`src/tsfc_pkg.sv`:
```
`timescale 1ns / 1ps
// ----------------------------------------------------------------------------
// Texture swizzle format converter package
// Shared types, register map codes, pixel format codes and swizzle constants.
// ----------------------------------------------------------------------------
package tsfc_pkg;

    // Default log2 of the largest image side in pixels.
    localparam int MAX_SIDE_LOG2_DEF = 10;

    // Byte-space masked-add steps and masks for the Z-order codes.
    localparam logic [31:0] ROW_STEP_BYTES = 32'hAAAA_AAAC;
    localparam logic [31:0] ROW_BITS_BYTES = 32'h5555_5555;
    localparam logic [31:0] COL_STEP_BYTES = 32'h5555_5558;
    localparam logic [31:0] COL_BITS_BYTES = 32'hAAAA_AAAA;

    // Texel conversion constants.
    localparam logic [31:0] NIBBLE_HI = 32'h0000_00F0;
    localparam logic [15:0] WHITE_ONE = 16'h0FFF;

    // Configuration port geometry.
    localparam int APB_AW = 4;
    localparam int APB_DW = 32;

    // Register indexes (byte address divided by four).
    typedef enum logic [1:0] {
        REG_PIXEL_FORMAT = 2'd0,
        REG_IMAGE_WIDTH  = 2'd1,
        REG_IMAGE_HEIGHT = 2'd2
    } t_reg_index;

    // Source pixel formats.
    typedef enum logic [1:0] {
        FMT_ALPHA8 = 2'd0,
        FMT_RGB16  = 2'd1,
        FMT_RGB32  = 2'd2,
        FMT_ARGB32 = 2'd3
    } t_pixel_format;

    // Configuration register contents.
    typedef struct packed {
        t_pixel_format pixel_format;
        logic [10:0]   image_width;
        logic [10:0]   image_height;
    } t_cfg;

    // Input item: one horizontal pixel pair.
    typedef struct packed {
        logic [31:0] first_pixel;
        logic [31:0] second_pixel;
    } t_in_item;

    // Output item: one swizzled texture word.
    typedef struct packed {
        logic [19:0] word_index;
        logic [31:0] word_data;
        logic        row_done;
        logic        image_done;
    } t_out_item;

    // Placement of the current word, from the address generator.
    typedef struct packed {
        logic [19:0] word_index;
        logic        row_done;
        logic        image_done;
        logic        lone;
    } t_addr_info;

endpackage

```
`src/tsfc_texel_lane.sv`:
```
`timescale 1ns / 1ps
// ----------------------------------------------------------------------------
// Texel conversion lane
// Converts one source pixel into a 16-bit texel by the configured format.
// ----------------------------------------------------------------------------
module tsfc_texel_lane
    import tsfc_pkg::*;
(
    input  t_pixel_format i_pixel_format,
    input  logic [31:0]   i_pixel,
    output logic [15:0]   o_texel
);

    // Pick channel bits according to the source format.
    always_comb begin
        case (i_pixel_format)
            FMT_ALPHA8: begin
                o_texel = 16'((i_pixel & NIBBLE_HI) << 8) | WHITE_ONE;
            end
            FMT_RGB16: begin
                o_texel = i_pixel[15:0];
            end
            FMT_RGB32: begin
                o_texel = {i_pixel[23:19], i_pixel[15:10], i_pixel[7:3]};
            end
            FMT_ARGB32: begin
                o_texel = {i_pixel[31:28], i_pixel[23:20], i_pixel[15:12], i_pixel[7:4]};
            end
            default: begin
                o_texel = 16'h0000;
            end
        endcase
    end

endmodule

```
`src/tsfc_addr_gen.sv`:
```
`timescale 1ns / 1ps
// ----------------------------------------------------------------------------
// Z-order address generator
// Tracks row and pair position and builds the interleaved word index with
// masked-add counters.
// ----------------------------------------------------------------------------
module tsfc_addr_gen
    import tsfc_pkg::*;
#(
    parameter int MAX_SIDE_LOG2 = MAX_SIDE_LOG2_DEF
) (
    input  logic       i_clk,
    input  logic       i_rst_n,
    input  t_cfg       i_cfg,
    input  logic       i_advance,
    output t_addr_info o_info
);

    localparam int CW = 2 * MAX_SIDE_LOG2;
    localparam int NW = MAX_SIDE_LOG2;
    localparam logic [31:0] COL_STEP = COL_STEP_BYTES >> 2;
    localparam logic [31:0] COL_MASK = COL_BITS_BYTES >> 2;
    localparam logic [31:0] ROW_STEP = ROW_STEP_BYTES >> 2;
    localparam logic [31:0] ROW_MASK = ROW_BITS_BYTES >> 2;
    localparam logic [31:0] SIDE_MAX = 32'(1) << MAX_SIDE_LOG2;

    logic [CW-1:0] r_col_code,   n_col_code;
    logic [CW-1:0] r_row_code,   n_row_code;
    logic [NW-1:0] r_pair_count, n_pair_count;
    logic [NW-1:0] r_row_count,  n_row_count;

    logic [31:0] width32;
    logic [31:0] height32;
    logic [NW:0] width_c;
    logic [NW:0] height_c;
    logic [NW:0] pairs;
    logic        last_in_row;
    logic        last_row;
    logic [31:0] index32;

    // Clamp the image sides to the supported range.
    always_comb begin
        width32  = 32'(i_cfg.image_width);
        height32 = 32'(i_cfg.image_height);
        if (width32 == 32'd0) begin
            width_c = (NW+1)'(1);
        end else if (width32 > SIDE_MAX) begin
            width_c = (NW+1)'(SIDE_MAX);
        end else begin
            width_c = (NW+1)'(width32);
        end
        if (height32 == 32'd0) begin
            height_c = (NW+1)'(1);
        end else if (height32 > SIDE_MAX) begin
            height_c = (NW+1)'(SIDE_MAX);
        end else begin
            height_c = (NW+1)'(height32);
        end
    end

    // Row and image end detection for the current word.
    always_comb begin
        pairs       = (width_c + (NW+1)'(1)) >> 1;
        last_in_row = ((NW+1)'(r_pair_count) + (NW+1)'(1)) >= pairs;
        last_row    = ((NW+1)'(r_row_count) + (NW+1)'(1)) >= height_c;
        index32     = 32'(r_row_code | r_col_code);

        o_info.word_index = index32[19:0];
        o_info.row_done   = last_in_row;
        o_info.image_done = last_in_row & last_row;
        o_info.lone       = last_in_row & width_c[0];
    end

    // Counter and code updates for the next word.
    always_comb begin
        n_col_code   = r_col_code;
        n_row_code   = r_row_code;
        n_pair_count = r_pair_count;
        n_row_count  = r_row_count;
        if (i_advance) begin
            if (!last_in_row) begin
                n_pair_count = r_pair_count + NW'(1);
                n_col_code   = (r_col_code + COL_STEP[CW-1:0]) & COL_MASK[CW-1:0];
            end else if (!last_row) begin
                n_pair_count = '0;
                n_col_code   = '0;
                n_row_count  = r_row_count + NW'(1);
                n_row_code   = (r_row_code + ROW_STEP[CW-1:0]) & ROW_MASK[CW-1:0];
            end else begin
                n_pair_count = '0;
                n_col_code   = '0;
                n_row_count  = '0;
                n_row_code   = '0;
            end
        end
    end

    always_ff @(posedge i_clk) begin
        if (!i_rst_n) begin
            r_col_code   <= '0;
            r_row_code   <= '0;
            r_pair_count <= '0;
            r_row_count  <= '0;
        end else begin
            r_col_code   <= n_col_code;
            r_row_code   <= n_row_code;
            r_pair_count <= n_pair_count;
            r_row_count  <= n_row_count;
        end
    end

endmodule

```
`src/tsfc_cfg_regs.sv`:
```
`timescale 1ns / 1ps
// ----------------------------------------------------------------------------
// Configuration registers
// APB-style register file holding pixel format and image dimensions.
// ----------------------------------------------------------------------------
module tsfc_cfg_regs
    import tsfc_pkg::*;
(
    input  logic              i_clk,
    input  logic              i_rst_n,
    input  logic              psel,
    input  logic              penable,
    input  logic              pwrite,
    input  logic [APB_AW-1:0] paddr,
    input  logic [APB_DW-1:0] pwdata,
    output logic [APB_DW-1:0] prdata,
    output logic              pready,
    output t_cfg              o_cfg
);

    t_cfg       r_cfg, n_cfg;
    t_reg_index reg_sel;
    logic       wr_en;

    assign pready  = 1'b1;
    assign reg_sel = t_reg_index'(paddr[3:2]);
    assign wr_en   = psel & penable & pwrite & pready;
    assign o_cfg   = r_cfg;

    // Register write decode; addresses past the last register are ignored.
    always_comb begin
        n_cfg = r_cfg;
        if (wr_en) begin
            case (reg_sel)
                REG_PIXEL_FORMAT: n_cfg.pixel_format = t_pixel_format'(pwdata[1:0]);
                REG_IMAGE_WIDTH:  n_cfg.image_width  = pwdata[10:0];
                REG_IMAGE_HEIGHT: n_cfg.image_height = pwdata[10:0];
                default:          n_cfg = r_cfg;
            endcase
        end
    end

    // Read data mux.
    always_comb begin
        case (reg_sel)
            REG_PIXEL_FORMAT: prdata = APB_DW'(r_cfg.pixel_format);
            REG_IMAGE_WIDTH:  prdata = APB_DW'(r_cfg.image_width);
            REG_IMAGE_HEIGHT: prdata = APB_DW'(r_cfg.image_height);
            default:          prdata = '0;
        endcase
    end

    always_ff @(posedge i_clk) begin
        if (!i_rst_n) begin
            r_cfg.pixel_format <= FMT_ALPHA8;
            r_cfg.image_width  <= 11'd1;
            r_cfg.image_height <= 11'd1;
        end else begin
            r_cfg <= n_cfg;
        end
    end

endmodule

```
`src/texture_swizzle_format_converter.sv`:
```
`timescale 1ns / 1ps
// ----------------------------------------------------------------------------
// Texture swizzle format converter
// Converts horizontal pixel pairs to packed 16-bit texels and tags each
// word with its Z-order (Morton) word index.
//
//   Channel  Direction  Handshake                  Payload
//   input    in         i_in_valid / o_in_stall    i_in_item  (pixel pair)
//   output   out        o_out_valid / i_out_stall  o_out_item (texture word)
//   config   in         psel/penable/pwrite/pready paddr, pwdata, prdata
//
// One item per cycle unless the output stalls: two conversion lanes and the
// address generator finish in the cycle of acceptance, and the output
// register holds the word; it is at the output the cycle after acceptance.
// Reset is synchronous and active low; it clears counters and output valid.
// o_in_stall is high only while the output register is full and stalled.
// ----------------------------------------------------------------------------
module texture_swizzle_format_converter
    import tsfc_pkg::*;
#(
    parameter int MAX_SIDE_LOG2 = MAX_SIDE_LOG2_DEF
) (
    input  logic              i_clk,
    input  logic              i_rst_n,
    input  logic              i_in_valid,
    output logic              o_in_stall,
    input  t_in_item          i_in_item,
    output logic              o_out_valid,
    input  logic              i_out_stall,
    output t_out_item         o_out_item,
    input  logic              psel,
    input  logic              penable,
    input  logic              pwrite,
    input  logic [APB_AW-1:0] paddr,
    input  logic [APB_DW-1:0] pwdata,
    output logic [APB_DW-1:0] prdata,
    output logic              pready
);

    t_cfg       cfg;
    t_addr_info info;
    logic [15:0] texel0;
    logic [15:0] texel1;
    logic        in_accept;
    logic [31:0] merged_data;

    logic        r_out_valid, n_out_valid;
    t_out_item   r_out_item,  n_out_item;

    // Configuration registers.
    tsfc_cfg_regs u_cfg_regs (
        .i_clk   (i_clk),
        .i_rst_n (i_rst_n),
        .psel    (psel),
        .penable (penable),
        .pwrite  (pwrite),
        .paddr   (paddr),
        .pwdata  (pwdata),
        .prdata  (prdata),
        .pready  (pready),
        .o_cfg   (cfg)
    );

    // Two conversion lanes, one per pixel of the pair.
    tsfc_texel_lane u_lane0 (
        .i_pixel_format (cfg.pixel_format),
        .i_pixel        (i_in_item.first_pixel),
        .o_texel        (texel0)
    );

    tsfc_texel_lane u_lane1 (
        .i_pixel_format (cfg.pixel_format),
        .i_pixel        (i_in_item.second_pixel),
        .o_texel        (texel1)
    );

    // Word placement.
    tsfc_addr_gen #(
        .MAX_SIDE_LOG2 (MAX_SIDE_LOG2)
    ) u_addr_gen (
        .i_clk     (i_clk),
        .i_rst_n   (i_rst_n),
        .i_cfg     (cfg),
        .i_advance (in_accept),
        .o_info    (info)
    );

    // Handshake: accept whenever the output register is free or draining.
    assign o_in_stall = r_out_valid & i_out_stall;
    assign in_accept  = i_in_valid & ~o_in_stall;

    // Merge the lanes; a trailing odd pixel leaves the high half empty.
    assign merged_data = info.lone ? {16'h0000, texel0} : {texel1, texel0};

    // Output register next state.
    always_comb begin
        n_out_valid = r_out_valid & i_out_stall;
        n_out_item  = r_out_item;
        if (in_accept) begin
            n_out_valid           = 1'b1;
            n_out_item.word_index = info.word_index;
            n_out_item.word_data  = merged_data;
            n_out_item.row_done   = info.row_done;
            n_out_item.image_done = info.image_done;
        end
    end

    always_ff @(posedge i_clk) begin
        if (!i_rst_n) begin
            r_out_valid <= 1'b0;
        end else begin
            r_out_valid <= n_out_valid;
        end
    end

    always_ff @(posedge i_clk) begin
        r_out_item <= n_out_item;
    end

    assign o_out_valid = r_out_valid;
    assign o_out_item  = r_out_item;

endmodule

```
`config.mk`:
```
export PLATFORM = sky130hd
export DESIGN_NAME = texture_swizzle_format_converter
export DESIGN_NICKNAME = d
export VERILOG_FILES = /design/src/tsfc_pkg.sv /design/src/tsfc_texel_lane.sv /design/src/tsfc_addr_gen.sv /design/src/tsfc_cfg_regs.sv /design/src/texture_swizzle_format_converter.sv
export SDC_FILE = /design/constraint.sdc
export NUM_CORES = 1
export LEC_CHECK = 0
export BUFFER_PORTS_ARGS = -buffer_cell sky130_fd_sc_hd__buf_4
export CORE_MARGIN = 2
export CORE_UTILIZATION = 45
export CTS_CLUSTER_DIAMETER = 40
export CTS_CLUSTER_SIZE = 14
export DETAILED_ROUTE_END_ITERATION = 7
export PLACE_DENSITY = 0.81
export SETUP_SLACK_MARGIN = 0.05
export SLEW_MARGIN = 20
export SYNTH_ARGS = -nofsm -noshare
export SYNTH_HDL_FRONTEND = slang
export SYNTH_HIERARCHICAL = 1
export SYNTH_SLANG_ARGS = --single-unit
```
`constraint.sdc`:
```
create_clock -name i_clk -period 5.2 [get_ports i_clk]
set_input_delay 1.04 -clock i_clk [delete_from_list [all_inputs] [get_ports i_clk]]
set_output_delay 1.04 -clock i_clk [all_outputs]
set_load 0.05 [all_outputs]
```
==> impl_metrics.ini <==
[setup_path]
path_cells = nor4_1, nand3_1, a21oi_1, ha_1, nand3_1, nor3_1, nand3_1, xnor2_1, ha_1, and3_1, nand3_1, o21ai_2, a31oi_4, inv_2, and2_1, and2b_2
cp.required_ps = 5370
path_class = register to register
cp.arrival_ps = 4790
slowest_delay_ps = 670
cpMostUsedCell = nand3_1
end_kind = register
crit_path_start_kind = register
critPathMaxFanout = 16
slowest_stage = and2_1

[clock_network]
cts_sinks = 119
cts_buffers = 17
cts_root_buf = clkbuf_16
cts_buffer_depth = 2
cts_tree = yes
h-tree-depth = 4
cts.clk_slew.worst_paths_ps = 50
cts_resized = 0
post_cts_buffers = 0
postCtsHoldBufs = 0
worst_skew_pair.late_latency_ps = 410

[floorplan]
initial_utilization_pct = 46.3
die_y_um = 127
core_area_mm2 = 0.0146
dieArea_mm2 = 0.0161
die_w_um = 127
ios = 196
rows = 44

[routing]
drc_errors = 0
via_per_inst = 5.47
drt_iter0_drc = 265
drt_pass1_iterations = 5
ant_nets = 0
wire_per_inst_um = 15.9
vias = 5307
wirelength_um = 15400

[logic_synthesis]
yosysMostFrequentCell = nand2_1
netlist.top_cell.by_area = edfxtp_1
synthArstFlopShare_pct = 0
syn_area_mm2 = 0.00678
synth_top_family_by_area = simple AND/OR/NAND/NOR gates
synth_simple_gate_area_share_pct = 19.1
synth_cells = 652
synth_xor_area_share_pct = 4.39
netlist_top_cells_count = nand2_1, dfxtp_1, edfxtp_1, mux2i_1, a21oi_1
synth_area_leaders = edfxtp_1, dfxtp_1, mux2i_1
synth_top_area_share_pct = 23.9
muxShareOfSynthArea_pct = 11.1
synth_ff_type = dfxtp_1
ys_seq_area_share_pct = 43.1
ys_types = 56
synth_compound_area_share_pct = 10.0
synth_edf_count = 54
syn_avg_cell_area_um2 = 10.4
synth-adder-area-share_pct = 4.80
yosysWarnings = 6
ys_seq_elements = 119

[global_routing]
grt_pass1_vias = 4925
gr-total-overflow = 0
grt_max_degree = 54
grt.total_usage_pct = 18.6
antenna_found_initial = 0
grt_pass1_wl_um = 23900

[finish]
regArea_mm2 = 0.00293
fill_cells = 1235
diodes = 0
instances_no_fill = 970
syn_to_final_growth_pct = 22.7
finalNetCount = 906
utilization_pct = 56.8
multiInputGateArea_mm2 = 0.00345
drive_gt1_share_pct = 24.9

[timing]
slew-limit-headroom_pct = 35.9
min_period_over_period_pct = 88.8
finClkSkew_ps = 9.13
clock.fmax_ghz = 0.217
fin_crit_ps = 4620
setup_viol = 0
hold-worst-slack_ps = 462
rsz0062_at_grt = false
slew_viol_final = 0
hold_violations = 0
worst_slew_pin_slew_ps = 962
setup_tns_ps = 0

[place]
dpl.cell_count = 938
port_buffers = 136
gp_congestion = 0.817
hpwl_um = 10700

[hold_path]
hold_path.class = register to register

[run]
cap_violations = 0

[power]
power.density_mw_per_mm2 = 322
peakVddDrop_uv = 250
leakage_nw = 3.25

[status]
status = finished, final reports clean
logic make-up after synthesis:
logic type	after synthesis
compound gates	96
other cells	2
simple gates	240
xor+xnor	34
fa+ha+maj	26
buf+inv	73
flops	119
mux	62
flip-flops by register name, indices dropped and copies added (netlist names):
| signal | flops |
|---|---|
| o_out_item | 54 |
| u_addr_gen/r_row_count | 10 |
| u_cfg_regs/o_cfg | 24 |
| u_addr_gen/r_pair_count | 10 |
| u_addr_gen/r_row_code | 10 |
| o_out_valid | 1 |
| u_addr_gen/r_col_code | 10 |
final timing paths:
path                        startpoint              to  slack, ps  depth (start not counted)
max reg2reg       u_cfg_regs/o_cfg[13]  o_out_item[20]        580                         16
min          u_addr_gen/r_col_code[19]  o_out_item[53]        460                          0
min reg2reg  u_addr_gen/r_col_code[19]  o_out_item[53]        460                          0
max               u_cfg_regs/o_cfg[13]  o_out_item[20]        580                         16
worst max-delay path, delay by kind of cell (launching register included):
kind	cells	cell delay, ps
AO/OA/AOI/OAI	3	730
flip-flops	1	360
AND/OR/NAND/NOR	9	2310
adder cells (fa/ha/maj)	2	530
buffers and inverters	1	270
XOR/XNOR	1	150
final cells by class:
class,instances,area share (%)
clock buffer,21,5.42
inverter,14,0.632
tap,184,2.77
timing repair buffer,141,12.7
clock inverter,11,1.79
multi-input combinational,480,41.5
sequential,119,35.2
metal layers:
| metal | wire length [µm] | up-vias | global-route usage (%) |
|---|---|---|---|
| li1 | - | 2565 | - |
| met5 | 0 | - | 0 |
| met1 | 6680 | 2495 | 23.7 |
| met2 | 7260 | 231 | 31.1 |
| met4 | 165 | 0 | 6.08 |
| met3 | 1300 | 16 | 4.85 |
metrics by stage:
step / area (µm²) / setup WS (ps) / power, mW
final: 8310 / 581 / 2.68
after global routing: 8310 / 286 / 2.77
after CTS: 8310 / 572 / 2.70
after detailed placement: 7710 / 592 / 1.51
after global placement: 7710 / 605 / 1.51
after floorplan: 6850 / 271 / 1.40
layout by cell type, fill, tap and decap left out, types with 18 or more instances in the layout:
master and n:
buf_4 141, nand2_1 78, dfxtp_1 63, edfxtp_1 54
mux2i_1 54, a21oi_1 32, nand3_1 31, ha_1 26
conb_1 22, nor2_1 18, nand4_1 18
report_power, final:
part	switching (mW)	total (mW)	internal, mW
sequential	0.0205	1.05	1.03
clock	0.417	1.18	0.766
combinational	0.298	0.446	0.148
total	0.735	2.68	1.94
No activity file was read; power rests on OpenSTA's default activity.
